$ cat src/rtl/pils_pkg.sv
// ----------------------------------------------------------------------------
// Packed ID list store package
// Shared widths, operation and status codes, and the command that the
// controller broadcasts to every cell of the list.
// ----------------------------------------------------------------------------
package pils_pkg;

   localparam int CAPACITY = 256;
   localparam int IDX_W    = 8;
   localparam int CNT_W    = 9;
   localparam int ID_W     = 32;

   typedef enum logic [1:0] {
      ACT_APPEND = 2'd0,
      ACT_READ   = 2'd1,
      ACT_DELETE = 2'd2,
      ACT_CLEAR  = 2'd3
   } action_type;

   typedef enum logic [1:0] {
      ST_OK        = 2'd0,
      ST_FULL      = 2'd1,
      ST_NOT_FOUND = 2'd2,
      ST_RANGE     = 2'd3
   } status_type;

   typedef enum logic [2:0] {
      CELL_HOLD,
      CELL_WRITE,
      CELL_MATCH,
      CELL_WAVE,
      CELL_SHIFT
   } cell_op_type;

   typedef struct packed {
      cell_op_type         op;
      logic [ID_W-1:0]     id;
      logic [IDX_W-1:0]    index;
      logic [CNT_W-1:0]    count;
   } cell_cmd_type;

endpackage

$ cat src/rtl/pils_ctrl.sv
// ----------------------------------------------------------------------------
// Packed ID list controller
// Sequences each operation over the cell row, keeps the live count and
// holds the result beat in an output register.
// ----------------------------------------------------------------------------
module pils_ctrl (
   input  logic                          clock,
   input  logic                          reset,
   input  logic                          req_tvalid,
   output logic                          req_tready,
   input  logic [39:0]                   req_tdata,
   input  logic [1:0]                    req_tuser,
   output logic                          rsp_tvalid,
   input  logic                          rsp_tready,
   output logic [47:0]                   rsp_tdata,
   output logic [1:0]                    rsp_tuser,
   output pils_pkg::cell_cmd_type        cmd,
   input  logic                          found,
   input  logic [pils_pkg::ID_W-1:0]     rd_data
);
   import pils_pkg::*;

   typedef enum logic [2:0] {
      S_IDLE,
      S_APPEND,
      S_READ,
      S_MATCH,
      S_WAVE,
      S_FINISH
   } state_type;

   state_type        state_ff, state_in;
   logic [ID_W-1:0]  id_ff, id_in;
   logic [IDX_W-1:0] idx_ff, idx_in;
   logic [CNT_W-1:0] count_ff, count_in;
   logic [CNT_W-1:0] step_ff, step_in;
   logic [ID_W-1:0]  res_id_ff, res_id_in;
   status_type       res_st_ff, res_st_in;
   logic             out_valid_ff, out_valid_in;
   logic [ID_W-1:0]  out_id_ff, out_id_in;
   logic [CNT_W-1:0] out_count_ff, out_count_in;
   status_type       out_st_ff, out_st_in;
   cell_op_type      op;
   logic             slot_free;

   assign req_tready = (state_ff == S_IDLE);
   assign slot_free  = !out_valid_ff || rsp_tready;

   always_comb begin
      state_in     = state_ff;
      id_in        = id_ff;
      idx_in       = idx_ff;
      count_in     = count_ff;
      step_in      = step_ff;
      res_id_in    = res_id_ff;
      res_st_in    = res_st_ff;
      out_valid_in = out_valid_ff && !rsp_tready;
      out_id_in    = out_id_ff;
      out_count_in = out_count_ff;
      out_st_in    = out_st_ff;
      op           = CELL_HOLD;
      case (state_ff)
         S_IDLE: begin
            if (req_tvalid) begin
               id_in     = req_tdata[31:0];
               idx_in    = req_tdata[39:32];
               step_in   = '0;
               res_id_in = '0;
               res_st_in = ST_OK;
               case (action_type'(req_tuser))
                  ACT_APPEND: state_in = S_APPEND;
                  ACT_READ:   state_in = S_READ;
                  ACT_DELETE: state_in = S_MATCH;
                  default: begin
                     count_in = '0;
                     state_in = S_FINISH;
                  end
               endcase
            end
         end
         S_APPEND: begin
            if (count_ff < CNT_W'(CAPACITY)) begin
               op       = CELL_WRITE;
               count_in = count_ff + CNT_W'(1);
            end else begin
               res_st_in = ST_FULL;
            end
            state_in = S_FINISH;
         end
         S_READ: begin
            if ({1'b0, idx_ff} >= count_ff) begin
               res_st_in = ST_RANGE;
               state_in  = S_FINISH;
            end else if (step_ff == {1'b0, idx_ff} + CNT_W'(1)) begin
               res_id_in = rd_data;
               state_in  = S_FINISH;
            end else begin
               step_in = step_ff + CNT_W'(1);
            end
         end
         S_MATCH: begin
            op       = CELL_MATCH;
            state_in = S_WAVE;
         end
         S_WAVE: begin
            if (step_ff == count_ff) begin
               if (found) begin
                  op       = CELL_SHIFT;
                  count_in = count_ff - CNT_W'(1);
               end else begin
                  res_st_in = ST_NOT_FOUND;
               end
               state_in = S_FINISH;
            end else begin
               op      = CELL_WAVE;
               step_in = step_ff + CNT_W'(1);
            end
         end
         S_FINISH: begin
            if (slot_free) begin
               out_valid_in = 1'b1;
               out_id_in    = res_id_ff;
               out_count_in = count_ff;
               out_st_in    = res_st_ff;
               state_in     = S_IDLE;
            end
         end
         default: begin
            state_in = S_IDLE;
         end
      endcase
   end

   always_ff @(posedge clock) begin
      if (reset) begin
         state_ff     <= S_IDLE;
         count_ff     <= '0;
         out_valid_ff <= 1'b0;
      end else begin
         state_ff     <= state_in;
         count_ff     <= count_in;
         out_valid_ff <= out_valid_in;
      end
      id_ff        <= id_in;
      idx_ff       <= idx_in;
      step_ff      <= step_in;
      res_id_ff    <= res_id_in;
      res_st_ff    <= res_st_in;
      out_id_ff    <= out_id_in;
      out_count_ff <= out_count_in;
      out_st_ff    <= out_st_in;
   end

   assign cmd.op    = op;
   assign cmd.id    = id_ff;
   assign cmd.index = idx_ff;
   assign cmd.count = count_ff;

   assign rsp_tvalid = out_valid_ff;
   assign rsp_tdata  = {7'd0, out_count_ff, out_id_ff};
   assign rsp_tuser  = out_st_ff;

endmodule

$ cat config.mk
export PLATFORM = sky130hd
export DESIGN_NAME = pils_ctrl
export DESIGN_NICKNAME = d
export VERILOG_FILES = /design/src/rtl/pils_pkg.sv /design/src/rtl/pils_ctrl.sv
export SDC_FILE = /design/constraint.sdc
export NUM_CORES = 1
export LEC_CHECK = 0
export ABC_AREA = 1
export BUFFER_PORTS_ARGS = -buffer_cell sky130_fd_sc_hd__buf_4
export CORE_ASPECT_RATIO = 1.25
export CORE_UTILIZATION = 40
export DETAILED_ROUTE_END_ITERATION = 8
export HOLD_SLACK_MARGIN = 0.06
export RECOVER_POWER = 25
export SETUP_SLACK_MARGIN = 0.3
export SLEW_MARGIN = 20
export SYNTH_ARGS = -nofsm -noshare
export SYNTH_HDL_FRONTEND = slang
export SYNTH_SLANG_ARGS = --single-unit
$ cat constraint.sdc
create_clock -name clock -period 7.9 [get_ports clock]
set_clock_uncertainty 0.1 [all_clocks]
set_input_delay 1.58 -clock clock [delete_from_list [all_inputs] [get_ports clock]]
set_output_delay 1.58 -clock clock [all_outputs]
set_load 0.01 [all_outputs]
==> results of run 1 <==
layout make-up:
type                            instances  area, sq um
Inverter                               95          357
Clock inverter                         15          193
Tap cell                              182          228
Fill cell                            1278         6670
Timing Repair Buffer                  178         1350
Multi-Input combinational cell        307         1690
Clock buffer                           17          425
Sequential cell                       139         4040
power groups by stage:
stage	combinational, W	sequential [W]	clock (W)
after global routing	0.00100	0.00127	0.000885
after CTS	0.000897	0.00125	0.000852
after global placement	0.000879	0.00125	0
final	0.000895	0.00124	0.000832
after detailed placement	0.000894	0.00126	0
after floorplan	0.000522	0.00128	0
cells in the mapped netlist, drive strengths merged, types with 2 or more instances:
cell type	count	share of area [%]
nor2	71	5.1
a21oi	23	2.1
nor3	9	0.74
ha	20	4.1
a31oi	2	0.21
edfxtp	126	62
nand2	108	7.0
clkbuf	4	0.25
nand3b	2	0.25
xnor2	4	0.57
xor2	4	0.57
inv	95	5.8
or2	4	0.41
o211ai	2	0.25
nand3	29	3.1
dfxtp	13	4.3
nand4	9	0.92
buf	7	0.86
o21ai	7	0.57
final timing paths:
kind	startpoint	endpoint
setup / recovery	found	cmd[51]
hold / removal	res_id_ff[13]	out_id_ff[13]
setup reg to reg	idx_ff[0]	res_id_ff[15]
hold reg to reg	res_id_ff[13]	out_id_ff[13]
state kept, by name, indices dropped and copies added (netlist names), 3 cells and up:
signal,flops
count_ff,9
id_ff,32
out_id_ff,32
res_id_ff,32
out_count_ff,9
state_ff,3
step_ff,9
idx_ff,8
metal layers:
metal / vias to the layer above / GRT usage (%)
li1: 2186 / -
met1: 2058 / 21.1
met2: 159 / 29.1
met3: 17 / 4.98
met4: 0 / 7.93
met5: - / 0
cell families after synthesis:
family,after synthesis
adder cells (fa/ha/maj),21
AO/OA/AOI/OAI,38
AND/OR/NAND/NOR,233
other,1
buffers and inverters,106
XOR/XNOR,8
flip-flops,139
per-stage QoR:
step                utilization, %  total power (W)  worst slack [ns]  hold slack [ns]  instance area, sq um
CTS                           55.2          0.00300              4.23            0.316                  8260
detailed placement            51.1          0.00216              4.24            0.305                  7640
global route                  55.4          0.00316              4.21            0.315                  8280
floorplan                        -          0.00180              3.59            0.300                  6120
finish                        55.4          0.00297              4.24            0.315                  8280
global placement              51.1          0.00213              4.23            0.302                  7640
cell usage in the layout, fill, tap and decap left out, types with 13 or more instances in the layout:
cell / synthesis / routed
buf_4: 7 / 136
edfxtp_1: 126 / 126
nand2_1: 104 / 104
inv_1: 89 / 90
nor2_1: 67 / 66
clkbuf_4: 0 / 41
nand3_1: 22 / 22
a21oi_1: 22 / 20
ha_1: 20 / 20
clkbuf_16: 0 / 17
dfxtp_1: 13 / 13
==> results by group, run 1 <==
STA
  • RSZ-0062 raised after global routing: no
  • Final hold violation count: 0
  • Tightest Pin Transition: about 1.1 ns
  • Sum Neg Setup Slack: 0 ns
  • Max-slew headroom: ~25%
  • Tcrit/Tclk final: 46.4%
  • Fin. max-slew vios: 0
  • Fmax: roughly 270 MHz
  • Min Tclk post-route: between 3 and 4 ns
  • Final setup viols: 0

Yosys
  • Synth Area in XOR/XNOR: around 1.1%
  • Yosys cell types: 35
  • Mapped Area: just over 0.006 sq mm
  • Top FF cell, synth: edfxtp_1
  • Post-synth EDFFs: 126
  • Syn Area/Cell: ~11 sq um
  • Synthesized flop and latch total: roughly 140
  • Simple-Gate Fraction of Synth Area: between 10% and 20%
  • Post-synthesis async set-or-reset flop share: 0%
  • Main combinational cell family by area after synthesis: simple AND/OR/NAND/NOR gates
  • Post-synthesis sequential area ratio: between 60 and 70%
  • Area fraction in compound gates after synthesis: approximately 3.6%
  • Post-Synth Adder-Cell Area: 4.43%
  • Post-synthesis cell count: ~550
  • Mux share of post-synthesis cell area: 0%
  • Ys Warns: 0

Floorplan
  • Die area: roughly 0.016 sq mm
  • Die H: ~140 um
  • Core area: about 0.015 sq mm
  • Die width: 112 um
  • IO Pins: between 150 and 200
  • Initial Util: between 40 and 50%
  • Cell Rows: 50

Clock network
  • Reg clk slew, reported paths: ~0.07 ns
  • # Post-CTS Setup Buffers: 0
  • Clock Latency Late Sink: approximately 0.42 ns
  • H-tree Lvls: 4
  • Hold buffers post-CTS: 0
  • CTS tree: built
  • Cts repair resizes: 0
  • Clock sinks: approximately 140
  • Clock root buffer: clkbuf_16
  • CTS Buf Count: 17
  • Longest Clk Path Bufs: 2

Worst setup path
  • Critical path arrival: roughly 2.0 ns
  • CP cell instances: buf_4 > nand2_4 > nor2_1 > buf_4
  • Crit path required time: between 6 and 7 ns
  • CP dominant cell by count: buf_4
  • Setup CP Type: in -> out
  • Buf/Inv on CP: 2
  • CP startpoint kind: primary input
  • Worst Reg-to-Reg Cells: 9
  • Crit-path max FO: 3
  • WP depth: 4
  • Crit path max-delay cell type: buf_4
  • Worst stage delay on the critical path: between 0.1 and 0.15 ns
  • FF-to-FF setup slack: about 4.9 ns
  • CP endpoint kind: output port
  • Critical path's top delay family: buffers and inverters

Place
  • Routability cong.: approximately 0.84
  • Port bufs: 175
  • Placed cell count: 900
  • DP Wirelength: 9500 um

Detailed routing
  • Wire length per cell: between 10 and 15 um
  • Routed WL: 13100 um
  • DR iter-0 viols: between 150 and 200
  • Highest Signal Layer: met4
  • Detail Route Antenna Nets: 0
  • 1st-pass router iterations: 4
  • Met2 routed WL: around 6500 um
  • Vias per std cell: 4.74
  • WL met1: ~5600 um
  • Residual DRC: 0
  • Routed vias: around 4400
  • Met3 wire len: a little under 800 um

Finish
  • Net count, final: around 840
  • Ant. Diodes: 0
  • Area grow syn2layout: 35.7%
  • Layout cell share with drive strength beyond 1: 31.7%
  • Final Non-Filler Cells: between 900 and 1000

Power and ir drop
  • Lkg Pwr: about 3.7 nW
  • Seq pwr share: between 40% and 50%
  • Switch share: between 30 and 40%
  • Clk pwr share: about 28%
  • VDD IR-drop max: between 0.2 and 0.25 mV
  • Gate power share: 30.1%
  • Switch Pwr: 0.00102 W
  • PwrDens: 359 mW/mm^2
  • Pint: around 0.002 W

Min path
  • Worst hold path cell count: 0
  • Worst Hold Class: reg -> reg

Global routing
  • GR Overflow Total: 0
  • Largest net degree at the start of global routing: 44
  • Vias in the first global route: between 4000 and 5000
  • Tot GR Track Use: between 10% and 20%
  • Initial antenna violation count: 0
  • Global-route wire length before repair: a little over 20000 um

Job
  • Max Cap Viol: 0

Outcome
  • Status: finished, final reports clean
Note: power is estimated with default switching activity, not from simulation.
==> run 2, diff against run 1 <==
ABC_AREA = 0   (was 1)
clock period = 3.8 ns   (was 7.9 ns; I/O delays follow)
==> run 2 against run 1 <==
The flow now finishes with violations (DRC); final area fell by 3.3%; final cell count is 14% lower; first-iteration DRC count is 27% higher; critical path depth rose by 3; flip-flop and latch count unchanged; largest cell class unchanged; via count fell by 10%; critical path type is now reg -> out; setup slack got worse by 3.6 ns; clock power grew 94%; core utilization barely moved; combinational power increased by 70%; largest power group unchanged; clock-buffer cell count stayed put.
==> results by group, run 2 <==
Outcome
  • Status: finished with violations
  • Failing checks: DRC

Clock network
  • Cts repair resizes: 0 (unchanged)
  • Hold buffers post-CTS: 0 (unchanged)
  • CTS tree: built
  • Clock Latency Late Sink: 0.41 ns (about the same)
  • H-tree Lvls: 4 (unchanged)
  • CTS Buf Count: 17 (unchanged)
  • # Post-CTS Setup Buffers: 0 (unchanged)
  • Longest Clk Path Bufs: 2 (unchanged)
  • Reg clk slew, reported paths: 0.06 ns (about the same)
  • Clock sinks: 139 (unchanged)
  • Clock root buffer: clkbuf_16

Detailed routing
  • Residual DRC: 26 (+26)
  • 1st-pass router iterations: 7 (+3)
  • Vias per std cell: 4.94 (+4.3%)
  • Routed vias: 3959 (-10%)
  • Routed WL: 12700 um (-3.3%)
  • DR iter-0 viols: 238 (+27%)
  • Wire length per cell: 15.8 um (+13%)
  • Detail Route Antenna Nets: 0 (unchanged)

Worst setup path
  • CP endpoint kind: output port
  • CP startpoint kind: flip-flop
  • Worst setup startpoint: step_ff[1]
  • Crit path required time: 2.94 ns (-3.28 ns)
  • Critical path arrival: 2.26 ns (+0.28 ns)
  • Setup CP Type: reg -> out
  • Crit-path max FO: 4 (+1)
  • Worst r2r src: state_ff[0]

Finish
  • Ant. Diodes: 0 (unchanged)
  • Register area: 0.00404 sq mm (unchanged)
  • Net count, final: 710 (-15%)
  • Final Util: 55.3% (about the same)
  • Fill count: 1204 (-5.8%)
  • Commonest non-fill, non-tap cell in the layout: buf_4
  • Fin area: 0.00801 sq mm (-3.3%)
  • Most frequent cells in the layout: buf_4 (135), edfxtp_1 (126), clkbuf_4 (40), and2_1 (34), nor2_1 (26)
  • Final Non-Filler Cells: 801 (-14%)
  • Multi-input gate area: 0.00177 sq mm (+4.8%)
  • Area grow syn2layout: 34.6%
  • Layout cell share with drive strength beyond 1: 34.3% (+2.7 points)
  • Largest registers: id_ff (32), out_id_ff (32), res_id_ff (32)

Global routing
  • Initial antenna violation count: 0 (unchanged)
  • Global-route wire length before repair: 20400 um (-1.5%)
  • GR Overflow Total: 0 (unchanged)
  • Tot GR Track Use: 17.3% (-0.19 points)
  • Largest net degree at the start of global routing: 41 (-6.8%)
  • Vias in the first global route: 4070 (-4.4%)

Floorplan
  • IO Pins: 183 (unchanged)
  • Die area: 0.0154 sq mm (-2.4%)
  • Die H: 138 um (-1.2%)
  • Cell Rows: 49 (-2.0%)
  • Core area: 0.0145 sq mm (-3.2%)
  • Die width: 111 um (-1.2%)
  • Initial Util: 41.1% (+0.32 points)

Yosys
  • Post-synthesis sequential area ratio: 68.0% (+1.7 points)
  • Synthesized flop and latch total: 139 (unchanged)
  • Post-synthesis cell count: 429 (-21%)
  • Mux share of post-synthesis cell area: 0% (unchanged)
  • Synth top cells by count: edfxtp_1 (126), and2_1 (35), nor2_1 (26)
  • Mapped Area: 0.00595 sq mm (-2.5%)
  • Post-synthesis async set-or-reset flop share: 0% (unchanged)
  • Top FF cell, synth: edfxtp_1
  • Simple-Gate Fraction of Synth Area: 12.7% (-4.9 points)
  • Synth area leaders: edfxtp_1 (64%), dfxtp_1 (4.4%), ha_1 (4.2%), and2_1 (3.7%), xor2_1 (2.4%)
  • Dominant cell by count in the synthesized netlist: edfxtp_1
  • Synth Area in XOR/XNOR: 4.50% (+3.4 points)
  • Yosys cell types: 56 (+60%)
  • Syn Area/Cell: 13.9 sq um (+24%)
  • Post-synth EDFFs: 126 (unchanged)
  • Ys Warns: 0 (unchanged)
  • Main combinational cell family by area after synthesis: simple AND/OR/NAND/NOR gates
  • Yosys top cell by area: edfxtp_1
  • Area fraction in compound gates after synthesis: 6.96% (+3.4 points)
  • Post-Synth Adder-Cell Area: 4.71% (+0.28 points)
  • Post-synth top area share: 63.6% (+1.6 points)

STA
  • RSZ-0062 raised after global routing: no
  • Fmax: 320 MHz
  • Tightest Pin Transition: 0.838 ns (-0.285 ns)
  • Final setup viols: 0 (unchanged)
  • Sum Neg Setup Slack: 0 ns (unchanged)
  • Tcrit/Tclk final: between 80% and 90%
  • Fin. max-slew vios: 0 (unchanged)
  • Min Tclk post-route: ~3.1 ns
  • Final hold violation count: 0 (unchanged)
  • Max-slew headroom: 44.0% (+19 points)

Place
  • Dpl cell area: 0.00745 sq mm (-2.6%)
  • Placed cell count: 769 (-15%)
  • Port bufs: 175 (unchanged)
  • DP Wirelength: 9270 um (-2.4%)
  • Routability cong.: 0.810 (-3.2%)

Power and ir drop
  • Lkg Pwr: 3.19 nW (-13%)
  • VDD IR-drop max: 0.309 mV (+54%)
  • Power Total: 0.00560 W (+89%)
  • PwrDens: 700 mW/mm^2 (+95%)

Job
  • Max Cap Viol: 0 (unchanged)

Min path
  • Worst Hold Class: reg -> reg
  • Hold_sp: res_id_ff[15]
## run 2: logic make-up after synthesis
kind of cell	count (synthesis)
compound gates	60
xor+xnor	29
fa+ha+maj	22
buf+inv	40
flops	139
other cells	1
simple gates	138
## run 2: critical path: stages (launching register included)
cell and delay [ns]:
edfxtp_1 0.52, xor2_1 0.21, nor4_2 0.35, and3_1 0.27
nand2b_1 0.17, o22a_1 0.15, nor2_1 0.04, buf_4 0.14
## run 2: path summary, 6_finish.rpt
| check | end | slack (ns) | cells after the start |
|---|---|---|---|
| worst min register to register | out_id_ff[15] | 0.32 | 0 |
| worst min-delay path | out_id_ff[15] | 0.32 | 0 |
| worst max register to register | count_ff[8] | 0.68 | 9 |
| worst max-delay path | cmd[49] | 0.68 | 7 |
## run 2: final cells by class
type / count / share of cell area (%)
timing repair buffer: 181 / 16.7
clock inverter: 15 / 1.97
inverter: 15 / 0.703
clock buffer: 17 / 5.31
multi-input combinational: 256 / 22.0
tap: 178 / 2.78
sequential: 139 / 50.5
## run 2: routing by layer
metal,wire length (um),up-vias,track usage [%]
met5,0,-,0
met1,5240,1857,19.8
met4,182,0,8.89
li1,-,1935,-
met2,6340,153,29.2
met3,905,14,5.35
## run 2: where the power goes
part	switching [W]	leakage (nW)	total, W	internal [W]
Combinational	0.000841	1.62	0.00152	0.000683
Clock	0.000682	0.283	0.00161	0.000926
Sequential	0.000284	1.29	0.00247	0.00219
Total	0.00181	3.19	0.00560	0.00379
## run 2: per-stage QoR
step                hold WS (ns)  setup WS (ns)
floorplan                  0.300          0.308
global placement           0.301          0.838
detailed placement         0.305          0.724
CTS                        0.317          0.640
global route               0.320          0.452
finish                     0.316          0.679
