### config.mk
export PLATFORM = sky130hd
export DESIGN_NAME = pils_cell
export DESIGN_NICKNAME = d
export VERILOG_FILES = /design/src/rtl/pils_pkg.sv /design/src/rtl/pils_cell.sv
export SDC_FILE = /design/constraint.sdc
export NUM_CORES = 1
export LEC_CHECK = 0
export BUFFER_PORTS_ARGS = -buffer_cell sky130_fd_sc_hd__buf_2
export CAP_MARGIN = 20
export CORE_ASPECT_RATIO = 1.4
export CORE_MARGIN = 10
export CORE_UTILIZATION = 43
export CTS_CLUSTER_DIAMETER = 40
export CTS_CLUSTER_SIZE = 40
export DETAILED_ROUTE_END_ITERATION = 12
export PLACE_DENSITY = 0.88
export SLEW_MARGIN = 40
export SYNTH_ARGS = -nofsm -noshare
export SYNTH_HDL_FRONTEND = slang
export SYNTH_SLANG_ARGS = --single-unit
### constraint.sdc
create_clock -name clock -period 3 [get_ports clock]
set_input_delay 0.3 -clock clock [delete_from_list [all_inputs] [get_ports clock]]
set_output_delay 0.3 -clock clock [all_outputs]
set_load 0.01 [all_outputs]
### src/rtl/pils_pkg.sv
// ----------------------------------------------------------------------------
// Packed ID list store package
// Shared widths, operation and status codes, and the command that the
// controller broadcasts to every cell of the list.
// ----------------------------------------------------------------------------
package pils_pkg;

   localparam int CAPACITY = 256;
   localparam int IDX_W    = 8;
   localparam int CNT_W    = 9;
   localparam int ID_W     = 32;

   typedef enum logic [1:0] {
      ACT_APPEND = 2'd0,
      ACT_READ   = 2'd1,
      ACT_DELETE = 2'd2,
      ACT_CLEAR  = 2'd3
   } action_type;

   typedef enum logic [1:0] {
      ST_OK        = 2'd0,
      ST_FULL      = 2'd1,
      ST_NOT_FOUND = 2'd2,
      ST_RANGE     = 2'd3
   } status_type;

   typedef enum logic [2:0] {
      CELL_HOLD,
      CELL_WRITE,
      CELL_MATCH,
      CELL_WAVE,
      CELL_SHIFT
   } cell_op_type;

   typedef struct packed {
      cell_op_type         op;
      logic [ID_W-1:0]     id;
      logic [IDX_W-1:0]    index;
      logic [CNT_W-1:0]    count;
   } cell_cmd_type;

endpackage

### src/rtl/pils_cell.sv
// ----------------------------------------------------------------------------
// Packed ID list cell
// Holds one list entry. Passes search flags, shifted entries and read data
// to its neighbors one position per cycle.
// ----------------------------------------------------------------------------
module pils_cell (
   input  logic                          clock,
   input  pils_pkg::cell_cmd_type        cmd,
   input  logic [pils_pkg::IDX_W-1:0]    cell_index,
   input  logic                          left_pre,
   input  logic                          right_suf,
   input  logic [pils_pkg::ID_W-1:0]     right_entry,
   input  logic [pils_pkg::ID_W-1:0]     right_rd,
   output logic [pils_pkg::ID_W-1:0]     entry,
   output logic                          pre,
   output logic                          suf,
   output logic [pils_pkg::ID_W-1:0]     rd
);
   import pils_pkg::*;

   logic [ID_W-1:0] entry_ff, entry_in;
   logic [ID_W-1:0] rd_ff, rd_in;
   logic            match_ff, match_in;
   logic            pre_ff, pre_in;
   logic            suf_ff, suf_in;
   logic            live;

   assign live = {1'b0, cell_index} < cmd.count;

   always_comb begin
      entry_in = entry_ff;
      match_in = match_ff;
      pre_in   = pre_ff;
      suf_in   = suf_ff;
      rd_in    = (cell_index == cmd.index) ? entry_ff : right_rd;
      case (cmd.op)
         CELL_WRITE: begin
            if (cell_index == cmd.count[IDX_W-1:0]) begin
               entry_in = cmd.id;
            end
         end
         CELL_MATCH: begin
            match_in = live && (entry_ff == cmd.id);
            pre_in   = 1'b0;
            suf_in   = 1'b0;
         end
         CELL_WAVE: begin
            pre_in = left_pre | match_ff;
            suf_in = right_suf | match_ff;
         end
         CELL_SHIFT: begin
            if (pre_ff) begin
               entry_in = right_entry;
            end
         end
         default: begin
         end
      endcase
   end

   always_ff @(posedge clock) begin
      entry_ff <= entry_in;
      rd_ff    <= rd_in;
      match_ff <= match_in;
      pre_ff   <= pre_in;
      suf_ff   <= suf_in;
   end

   assign entry = entry_ff;
   assign pre   = pre_ff;
   assign suf   = suf_ff;
   assign rd    = rd_ff;

endmodule

==> metrics.md, run 1 <==
| Metric | Value |
|---|---|
| Number of fill cells | `596` |
| Peak supply drop | `0.0003002 V` |
| Yosys warning total | `0` |
| HPWL Detailed | `8.158 mm` |
| Arr. time, crit path | `1.83 ns` |
| Slew Viols, Final | `0` |
| First-pass GRT wire length | `15.10 mm` |
| Cell taking the most area after synthesis | `edfxtp_1` |
| Register area share after synthesis | `53.12%` |
| Post-CTS setup buffer count | `0` |
| Worst hold start | `right_rd[5]` |
| Sw frac | `22.64%` |
| FP Rows | `37` |
| Synth unique cells | `25` |
| Layout cells sized above 1 | `63.01%` |
| H-tree levels | `3` |
| Clk pwr share | `38.1%` |
| Syn Std Cell Area | `3184 µm²` |
| ANT cells | `0` |
| Vias in the first global route | `3,001` |
| Crit path time final | `1.681 ns` |
| DIE AREA | `11,300 µm²` |
| Clock skew | `0.003999 ns` |
| Routed Antenna Nets | `0` |
| Critical path data required time | `3.15 ns` |
| Number of max-cap violations | `0` |
| Slew HR | `66.74%` |
| TritonCTS Buffers | `9` |
| PwrDens | `470.3 nW/µm²` |
| # IOs | `193` |
| Switching Power | `0.4746 mW` |
| Resize count post-CTS | `0` |
| Startpoint class of the critical path | `register` |
| Drt drc | `0` |
| Clock latency on the worst-skew pair | `0.34 ns` |
| Commonest non-fill, non-tap cell in the layout | `buf_2` |
| Wire length per cell | `18.64 µm` |
| Max Fclk | `595.1 MHz` |
| Final period utilization | `56.02%` |
| Global Route Usage Sum | `17.26%` |
| Critical path class | `reg2reg` |
| Vias per inst | `4.865` |
| Least-Margin Pin Slew | `0.4944 ns` |
| Sequential share of power | `48.3%` |
| Fin nets | `568` |
| Syn nets | `367` |
| Initial antenna violation count | `0` |
| Total congestion overflow | `0` |
| Setup crit start | `entry[14]$_DFFE_PP_` |
| Post-synthesis sequential element count | `67` |
| Clock Pin Slew Worst Setup and Hold Paths | `0.07 ns` |
| Setup TNS | `0 ns` |
| Sink Count | `67` |
| Max clock buf depth | `2` |
| Die X | `92.73 µm` |
| Yosys top cell area share | `33.01%` |
| CTS tree | `built` |
| Hold_buf cts | `0` |
| Worst hold slack | `0.1660 ns` |
| Post-Route WL | `9.970 mm` |
| Largest net degree at the start of global routing | `33` |
| Mapped Cells | `232` |
| Synth-to-Final Area Change | `39.96%` |
| Core Footprint | `7268 µm²` |
| Final Setup Violations | `0` |
| GPL Wtd Cong | `0.8932` |
| Status | `finished, final reports clean` |
| Port buffer count | `192` |
| Most frequent cells in the layout | `192 x buf_2, 62 x mux2_2, 35 x edfxtp_1, 32 x dfxtp_1` |
| RSZ-0062 raised after global routing | `false` |
| Root Buffer | `clkbuf_8` |
| Pre-CTS WS | `0.9648 ns` |
| Combinational Power Share | `13.6%` |
| Avg Inst Size Synth | `13.73 µm²` |
| Worst R2R Start | `entry[14]$_DFFE_PP_` |
| Min-delay worst type | `in2reg` |
| Final worst slack | `1.320 ns` |
| Starting Density | `43.81%` |
| Max Fanout on Critical Path | `3` |
| Initial drt markers | `59` |
| Main area contributors after synthesis | `edfxtp_1 33%, mux2_2 22%, dfxtp_1 20%` |
| Vias | `2,603` |
| CP Capture Type | `register` |
| Cell-internal power | `1.621 mW` |
| Die Span Y | `121.8 µm` |
| Final Hold Vio Count | `0` |
| DR pass1 iterations | `4` |
| Lkg Pwr | `1.988 nW` |
## power by group through the flow
stage	clock, mW	sequential (mW)	combinational, mW
final	0.799	1.01	0.285
after global routing	0.862	1.02	0.313
after CTS	0.824	1.01	0.288
after detailed placement	0	1.03	0.287
after global placement	0	1.03	0.276
after floorplan	0	1.05	0.116
## path summary, 6_finish.rpt
check        cells after the start                 end  slack (ns)
max                              5  match_ff$_DFFE_PN_        1.32
min                              2       rd[5]$_DFF_P_        0.17
max reg2reg                      5  match_ff$_DFFE_PN_        1.32
min reg2reg                      1       rd[5]$_DFF_P_        0.54
## worst max-delay path: stages, from the launching register on
cell and delay (ns):
edfxtp_1 0.44, xnor2_1 0.18, nand4_1 0.14, nor3_1 0.21, nand4_1 0.19, nor4_1 0.33
## per-layer routing
metal  routed length, µm  global-route usage (%)  share of wire [%]  up-vias
met2                5311                   31.81                 53      120
met3                 933                   7.385                9.4       17
met5                   0                       0                  0        -
met4                 208                   7.157                2.1        0
li1                    -                       -                  -     1246
met1                3516                   16.33                 35     1220
## cell type report
class | count | area, µm² | area share, %
tap | 97 | 121.4 | 2.723
sequential | 67 | 1692 | 37.96
clock inverter | 6 | 80.08 | 1.797
inverter | 9 | 33.78 | 0.7580
clock buffer | 10 | 127.6 | 2.864
timing repair buffer | 196 | 991.0 | 22.23
multi-input combinational | 150 | 1411 | 31.67
## flip-flops by register name, indices dropped and copies added (netlist names)
signal and count:
rd 32, match_ff 1, suf 1, entry 32, pre 1
## metrics by stage
step,area (µm²),power [mW],std cells,util (%)
floorplan,3184,1.166,232,-
global placement,4249,1.307,519,58.46
detailed placement,4249,1.320,519,58.46
CTS,4457,2.125,535,61.32
global route,4457,2.191,535,61.32
finish,4457,2.096,535,61.32
## synth_stat cells
cell type   n
edfxtp_1   35
inv_1       9
o2111ai_1   1
a31oi_1     1
nand2b_1    2
a21oi_1     2
nor4_1      7
dfxtp_1    32
nand4_1     7
mux2_2     62
nand4b_1    1
xor2_1     20
buf_4       3
xnor2_1    20
buf_6       1
nand2_1     3
nor2_4      1
nor3b_2     1
nor2_1      6
clkbuf_8    2
nor2b_1     2
nor3_1      3
a211oi_1    1
ha_1        8
mux2_1      2
## cells by family after synthesis
group,count (synthesis),synth area share [%]
buffers and inverters,15,2.986
AND/OR/NAND/NOR,33,6.090
adder cells (fa/ha/maj),8,3.144
flip-flops,67,53.12
XOR/XNOR,40,11.00
multiplexers,64,22.63
AO/OA/AOI/OAI,5,1.022
Power figures use the tool's default switching activity.
==> run 2, diff against run 1 <==
- CORE_UTILIZATION: 43 -> 39
- PLACE_DENSITY: 0.88 -> 0.84
- clock period: 3 -> 1.4 ns (I/O delays scaled with it)
==> metrics.md, run 2 (synthesis gave the netlist of run 1 again) <==
| Metric | Value |
|---|---|
| Synth-to-Final Area Change | `53.60% (was 39.96%)` |
| Routed Antenna Nets | `0 (unchanged)` |
| DR pass1 iterations | `4 (unchanged)` |
| Vias | `2,699 (was 2,603)` |
| Die Span Y | `126.9 µm (was 121.8 µm)` |
| Worst hold slack | `0.02043 ns (was 0.1660 ns)` |
| Final Hold Vio Count | `0 (unchanged)` |
| Post-place instance area | `4681 µm² (was 4249 µm²)` |
| Reg2reg path depth | `5 (unchanged)` |
| Drt drc | `0 (unchanged)` |
| FF-to-FF End | `match_ff$_DFFE_PN_ (unchanged)` |
| Critical path class | `reg2reg (unchanged)` |
| Fin nets | `608 (was 568)` |
| WL met3 | `1.088 mm (was 933 µm)` |
| CP endpoint | `match_ff$_DFFE_PN_ (unchanged)` |
| ANT cells | `0 (unchanged)` |
| Slew HR | `72.85% (was 66.74%)` |
| Port buffer count | `192 (unchanged)` |
| Min-delay worst type | `in2reg (unchanged)` |
| Status | `finished with violations (was finished, final reports clean)` |
| Initial drt markers | `48 (was 59)` |
| First-pass GRT wire length | `15.61 mm (was 15.10 mm)` |
| DIE AREA | `12,230 µm² (was 11,300 µm²)` |
| Post-Route WL | `10.34 mm (was 9.970 mm)` |
| # IOs | `193 (unchanged)` |
| Startpoint class of the critical path | `register (unchanged)` |
| Vias in the first global route | `3,101 (was 3,001)` |
| Layout cells sized above 1 | `68.62% (was 63.01%)` |
| Highest routed layer | `met4 (unchanged)` |
| Max Fanout on Critical Path | `2 (was 3)` |
| CP Capture Type | `register (unchanged)` |
| Clock latency on the worst-skew pair | `0.33 ns (was 0.34 ns)` |
| CTS tree | `built (unchanged)` |
| GPL Wtd Cong | `0.9674 (was 0.8932)` |
| Root Buffer | `clkbuf_8 (unchanged)` |
| Max Fclk | `629.4 MHz (was 595.1 MHz)` |
| Global Route Usage Sum | `16.55% (was 17.26%)` |
| H-tree levels | `3 (unchanged)` |
| FP Rows | `38 (was 37)` |
| HPWL Detailed | `8.693 mm (was 8.158 mm)` |
| Wire length per cell | `17.88 µm (was 18.64 µm)` |
| Arr. time, crit path | `1.74 ns (was 1.83 ns)` |
| Starting Density | `40.59% (was 43.81%)` |
| Total congestion overflow | `0 (unchanged)` |
| Worst R2R Start | `entry[7]$_DFFE_PP_ (was entry[14]$_DFFE_PP_)` |
| Setup crit start | `entry[7]$_DFFE_PP_ (was entry[14]$_DFFE_PP_)` |
| Cell area after layout | `4891 µm² (was 4457 µm²)` |
| Crit path time final | `1.589 ns (was 1.681 ns)` |
| Met2 wire len | `5.457 mm (was 5.311 mm)` |
| TritonCTS Buffers | `9 (unchanged)` |
| RSZ-0062 raised after global routing | `true (was false)` |
| Final worst slack | `-0.1887 ns (was 1.320 ns)` |
| Peak supply drop | `0.0007744 V (was 0.0003002 V)` |
| Clock Pin Slew Worst Setup and Hold Paths | `0.07 ns (about the same)` |
| PwrDens | `879.1 nW/µm² (was 470.3 nW/µm²)` |
| Failing checks | `setup timing` |
| Vias per inst | `4.670 (was 4.865)` |
| Least-Margin Pin Slew | `0.4035 ns (was 0.4944 ns)` |
| Max clock buf depth | `2 (unchanged)` |
| Largest net degree at the start of global routing | `22 (was 33)` |
| Most frequent cells in the layout | `192 x buf_2, 62 x mux2_2, 38 x buf_4, 35 x edfxtp_1, 32 x dfxtp_1 (was 192 x buf_2, 62 x mux2_2, 35 x edfxtp_1, 32 x dfxtp_1)` |
| Final period utilization | `113.5% (was 56.02%)` |
| M1 WL | `3.613 mm (was 3.516 mm)` |
| Core Footprint | `7845 µm² (was 7268 µm²)` |
| Sink Count | `67 (unchanged)` |
| Commonest non-fill, non-tap cell in the layout | `buf_2 (unchanged)` |
| Final Setup Violations | `1 (was 0)` |
| Critical path data required time | `1.55 ns (was 3.15 ns)` |
| Number of max-cap violations | `0 (unchanged)` |
| Die X | `96.37 µm (was 92.73 µm)` |
| Clock skew | `0.009173 ns (was 0.003999 ns)` |
| Slew Viols, Final | `0 (unchanged)` |
| Initial antenna violation count | `0 (unchanged)` |
| Reg2Reg Setup Slack | `-0.19 ns (was 1.32 ns)` |
| Lkg Pwr | `2.170 nW (was 1.988 nW)` |
-- run 2: cell types whose count changed in the layout (fill, tap and decap cells not counted), moves of 3 or more --
cell | previous run | this run
buf_4 | 4 | 38
inv_1 | 9 | 2
buf_12 | 0 | 5
ha_1 | 8 | 3
ha_4 | 0 | 5
inv_2 | 0 | 5
clkinv_2 | 4 | 0
nor4_1 | 7 | 4
nor4_2 | 0 | 3
-- run 2: where the power goes --
group	switching, mW	leakage (nW)	internal, mW
clock network	0.699	0.0843	0.737
logic	0.299	1.50	0.400
registers	0.0222	0.589	2.14
total	1.02	2.17	3.28
-- run 2: how the worst min path moves through the flow --
| stage | startpoint | to | cells after the start |
|---|---|---|---|
| after floorplan | right_rd[4] | rd[4]$_DFF_P_ | 1 |
| after global routing | right_rd[23] | rd[23]$_DFF_P_ | 2 |
| after CTS | right_rd[5] | rd[5]$_DFF_P_ | 2 |
| after global placement | right_rd[4] | rd[4]$_DFF_P_ | 2 |
| after detailed placement | right_rd[4] | rd[4]$_DFF_P_ | 2 |
| final | right_rd[5] | rd[5]$_DFF_P_ | 2 |
-- run 2: cell type report --
| class | instances | area [µm²] |
|---|---|---|
| fillers | 630 | 2954 |
| flip-flops and latches | 67 | 1692 |
| multi-input cells | 150 | 1500 |
| repair buffers | 236 | 1356 |
| clock buffers | 14 | 162.7 |
| well taps | 100 | 125.1 |
| inverters | 9 | 43.79 |
| clock inverters | 2 | 11.26 |
-- run 2: per-layer routing --
metal  vias to the layer above  global-route usage [%]
met3                        12                   7.733
met5                         -                       0
li1                       1327                       -
met2                       130                   29.46
met1                      1230                   16.24
met4                         0                   5.489
-- run 2: repair_timing --
action	CTS	global route
hold buffers	1	0
pin swaps	0	1
hold endpoints to repair	1	0
resized for setup	4	0
endpoints found under the setup margin	1	1
setup buffers	0	0
-- run 2: per-stage QoR --
stage	setup TNS (ns)	utilization [%]	total power, mW	cells	worst slack, ns
6_report	-0.1887	62.34	4.300	578	-0.1887
5_1_grt	-0.2876	62.34	4.532	578	-0.2876
3_5_place_dp	-16.88	59.67	2.907	561	-0.3702
2_1_floorplan	-8.392	-	2.511	232	-0.2623
3_3_place_gp	-16.61	59.67	2.883	561	-0.3269
4_1_cts	-0.2177	62.34	4.362	578	-0.2177
-- run 2: critical path, cell delays in order, from the launching register on --
cell and delay (ns):
edfxtp_1 0.41, xor2_1 0.17, nor4_2 0.32, buf_4 0.16, nand4_1 0.15, nor4_2 0.20
==> run 3, diff against run 2 <==
- PLACE_DENSITY: 0.84 -> 0.76
==> metrics.md, run 3 (synthesis gave the netlist of run 1 again) <==
| Metric | Value |
|---|---|
| ANT cells | `0 (unchanged)` |
| Max clock buf depth | `2 (unchanged)` |
| Core Footprint | `7845 µm² (unchanged)` |
| Max Fanout on Critical Path | `2 (unchanged)` |
| Post-place instance area | `4706 µm² (was 4681 µm²)` |
| Slew HR | `75.35% (was 72.85%)` |
| Vias per inst | `4.731 (was 4.670)` |
| Peak supply drop | `0.0008272 V (was 0.0007744 V)` |
| Cell Chain, Critical Path | `xor2_1 > nor4_2 > buf_4 > nand4_1 > nor4_1 (was xor2_1 > nor4_2 > buf_4 > nand4_1 > nor4_2)` |
| WP buf/inv | `1 (unchanged)` |
| Worst hold slack | `0.02222 ns (was 0.02043 ns)` |
| Largest net degree at the start of global routing | `24 (was 22)` |
| Crit path time final | `1.621 ns (was 1.589 ns)` |
| First-pass GRT wire length | `15.84 mm (was 15.61 mm)` |
| CP Capture Type | `register (unchanged)` |
| Worst R2R Start | `entry[7]$_DFFE_PP_ (unchanged)` |
| Clock latency on the worst-skew pair | `0.34 ns (was 0.33 ns)` |
| RSZ-0062 raised after global routing | `true (unchanged)` |
| Delay-heaviest family, CP | `simple AND/OR/NAND/NOR gates (unchanged)` |
| Most frequent cells in the layout | `192 x buf_2, 62 x mux2_2, 44 x buf_4, 35 x edfxtp_1, 32 x dfxtp_1 (was 192 x buf_2, 62 x mux2_2, 38 x buf_4, 35 x edfxtp_1, 32 x dfxtp_1)` |
| Vias in the first global route | `3,177 (was 3,101)` |
| DIE AREA | `12,230 µm² (unchanged)` |
| Die X | `96.37 µm (unchanged)` |
| Final Setup Violations | `1 (unchanged)` |
| Final worst slack | `-0.2214 ns (was -0.1887 ns)` |
| HPWL Detailed | `8.755 mm (was 8.693 mm)` |
| Root Buffer | `clkbuf_8 (unchanged)` |
| Area of the multi-input gates | `1486 µm² (was 1500 µm²)` |
| Pre-CTS WS | `-0.2874 ns (was -0.3702 ns)` |
| Least-Margin Pin Slew | `0.3664 ns (was 0.4035 ns)` |
| Global Route Usage Sum | `17.02% (was 16.55%)` |
| Clock skew | `0.007746 ns (was 0.009173 ns)` |
| Lkg Pwr | `2.199 nW (was 2.170 nW)` |
| Sink Count | `67 (unchanged)` |
| Fin nets | `614 (was 608)` |
| FF-to-FF End | `match_ff$_DFFE_PN_ (unchanged)` |
| Arr. time, crit path | `1.78 ns (was 1.74 ns)` |
| Initial antenna violation count | `0 (unchanged)` |
| Storage element area | `1692 µm² (unchanged)` |
| Slew Viols, Final | `0 (unchanged)` |
| Starting Density | `40.59% (unchanged)` |
| Startpoint class of the critical path | `register (unchanged)` |
| Endpoint, Worst Hold | `rd[27]$_DFF_P_ (was rd[5]$_DFF_P_)` |
| Number of fill cells | `654 (was 630)` |
| Hold Path Stages | `2 (unchanged)` |
| Number of max-cap violations | `0 (unchanged)` |
| Wire length per cell | `18.17 µm (was 17.88 µm)` |
| Layout cells sized above 1 | `68.53% (was 68.62%)` |
| Initial drt markers | `61 (was 48)` |
| Vias | `2,758 (was 2,699)` |
| Power, Total | `4.411 mW (was 4.300 mW)` |
| Status | `finished with violations (unchanged)` |
| CP max-delay cell | `edfxtp_1 (unchanged)` |
| Final period utilization | `115.8% (was 113.5%)` |
| H-tree levels | `3 (unchanged)` |
| Reg2Reg Setup Slack | `-0.22 ns (was -0.19 ns)` |
| Min-delay worst type | `in2reg (unchanged)` |
| Commonest non-fill, non-tap cell in the layout | `buf_2 (unchanged)` |
| Post-Route WL | `10.59 mm (was 10.34 mm)` |
| Synth-to-Final Area Change | `54.58% (was 53.60%)` |
| Final Hold Vio Count | `0 (unchanged)` |
| # IOs | `193 (unchanged)` |
| Drt drc | `0 (unchanged)` |
| Reg2reg path depth | `5 (unchanged)` |
| PwrDens | `896.2 nW/µm² (was 879.1 nW/µm²)` |
| Max Fclk | `616.7 MHz (was 629.4 MHz)` |
| Port buffer count | `192 (unchanged)` |
| DR pass1 iterations | `4 (unchanged)` |
| Critical path class | `reg2reg (unchanged)` |
| FP Rows | `38 (unchanged)` |
| Cell area after layout | `4922 µm² (was 4891 µm²)` |
| GPL Wtd Cong | `0.8914 (was 0.9674)` |
| Failing checks | `setup timing (unchanged)` |
| Critical path's largest stage delay | `0.40 ns (was 0.41 ns)` |
| Die Span Y | `126.9 µm (unchanged)` |
| Total congestion overflow | `0 (unchanged)` |
| Worst hold start | `right_rd[27] (was right_rd[5])` |
| CTS tree | `built (unchanged)` |
| Routed Antenna Nets | `0 (unchanged)` |
| TritonCTS Buffers | `9 (unchanged)` |
| Clock Pin Slew Worst Setup and Hold Paths | `0.07 ns (about the same)` |
| Critical path data required time | `1.56 ns (was 1.55 ns)` |
[run 3: area by class of cell]
cell class	count	area share [%]
Sequential cell	67	34.37
Multi-Input combinational cell	150	30.20
Timing Repair Buffer	242	28.27
Clock buffer	12	2.949
Tap cell	100	2.542
Inverter	9	0.8897
Clock inverter	3	0.7880
[run 3: metal layers]
layer | wire length [µm] | vias up | GRT usage [%]
li1 | - | 1334 | -
met5 | 0 | - | 0
met4 | 155 | 0 | 5.575
met1 | 3572 | 1288 | 16.22
met3 | 1085 | 13 | 7.202
met2 | 5781 | 123 | 31.36
[run 3: what timing repair did]
item	4_1_cts	5_1_grt
hold buffers	2	0
buffers inserted	0	0
gates cloned	0	0
gates resized for setup	2	0
hold endpoints to repair	2	0
endpoints found under the setup margin	1	1
pin swaps	1	0
[run 3: power by group]
group,leakage (nW),switching [mW],total (mW),internal (mW)
combinational,1.52,0.301,0.708,0.407
sequential,0.589,0.0229,2.17,2.14
clock,0.0939,0.683,1.54,0.854
total,2.20,1.01,4.41,3.40
[run 3: worst max path at each step]
stage               depth (start not counted)  slack [ns]           startpoint                  to
CTS                                         5       -0.22   entry[7]$_DFFE_PP_  match_ff$_DFFE_PN_
finish                                      5       -0.22   entry[7]$_DFFE_PP_  match_ff$_DFFE_PN_
global route                                5       -0.35   entry[7]$_DFFE_PP_  match_ff$_DFFE_PN_
global placement                            8       -0.26        cell_index[5]  match_ff$_DFFE_PN_
floorplan                                   6       -0.26               cmd[7]  entry[0]$_DFFE_PP_
detailed placement                          5       -0.29  entry[29]$_DFFE_PP_  match_ff$_DFFE_PN_
[run 3: metrics by stage]
stage | utilization [%] | setup TNS (ns) | cells
3_3_place_gp | 59.98 | -11.80 | 566
2_1_floorplan | - | -8.392 | 232
4_1_cts | 62.74 | -0.2175 | 583
3_5_place_dp | 59.98 | -13.70 | 566
6_report | 62.74 | -0.2214 | 583
5_1_grt | 62.74 | -0.3513 | 583
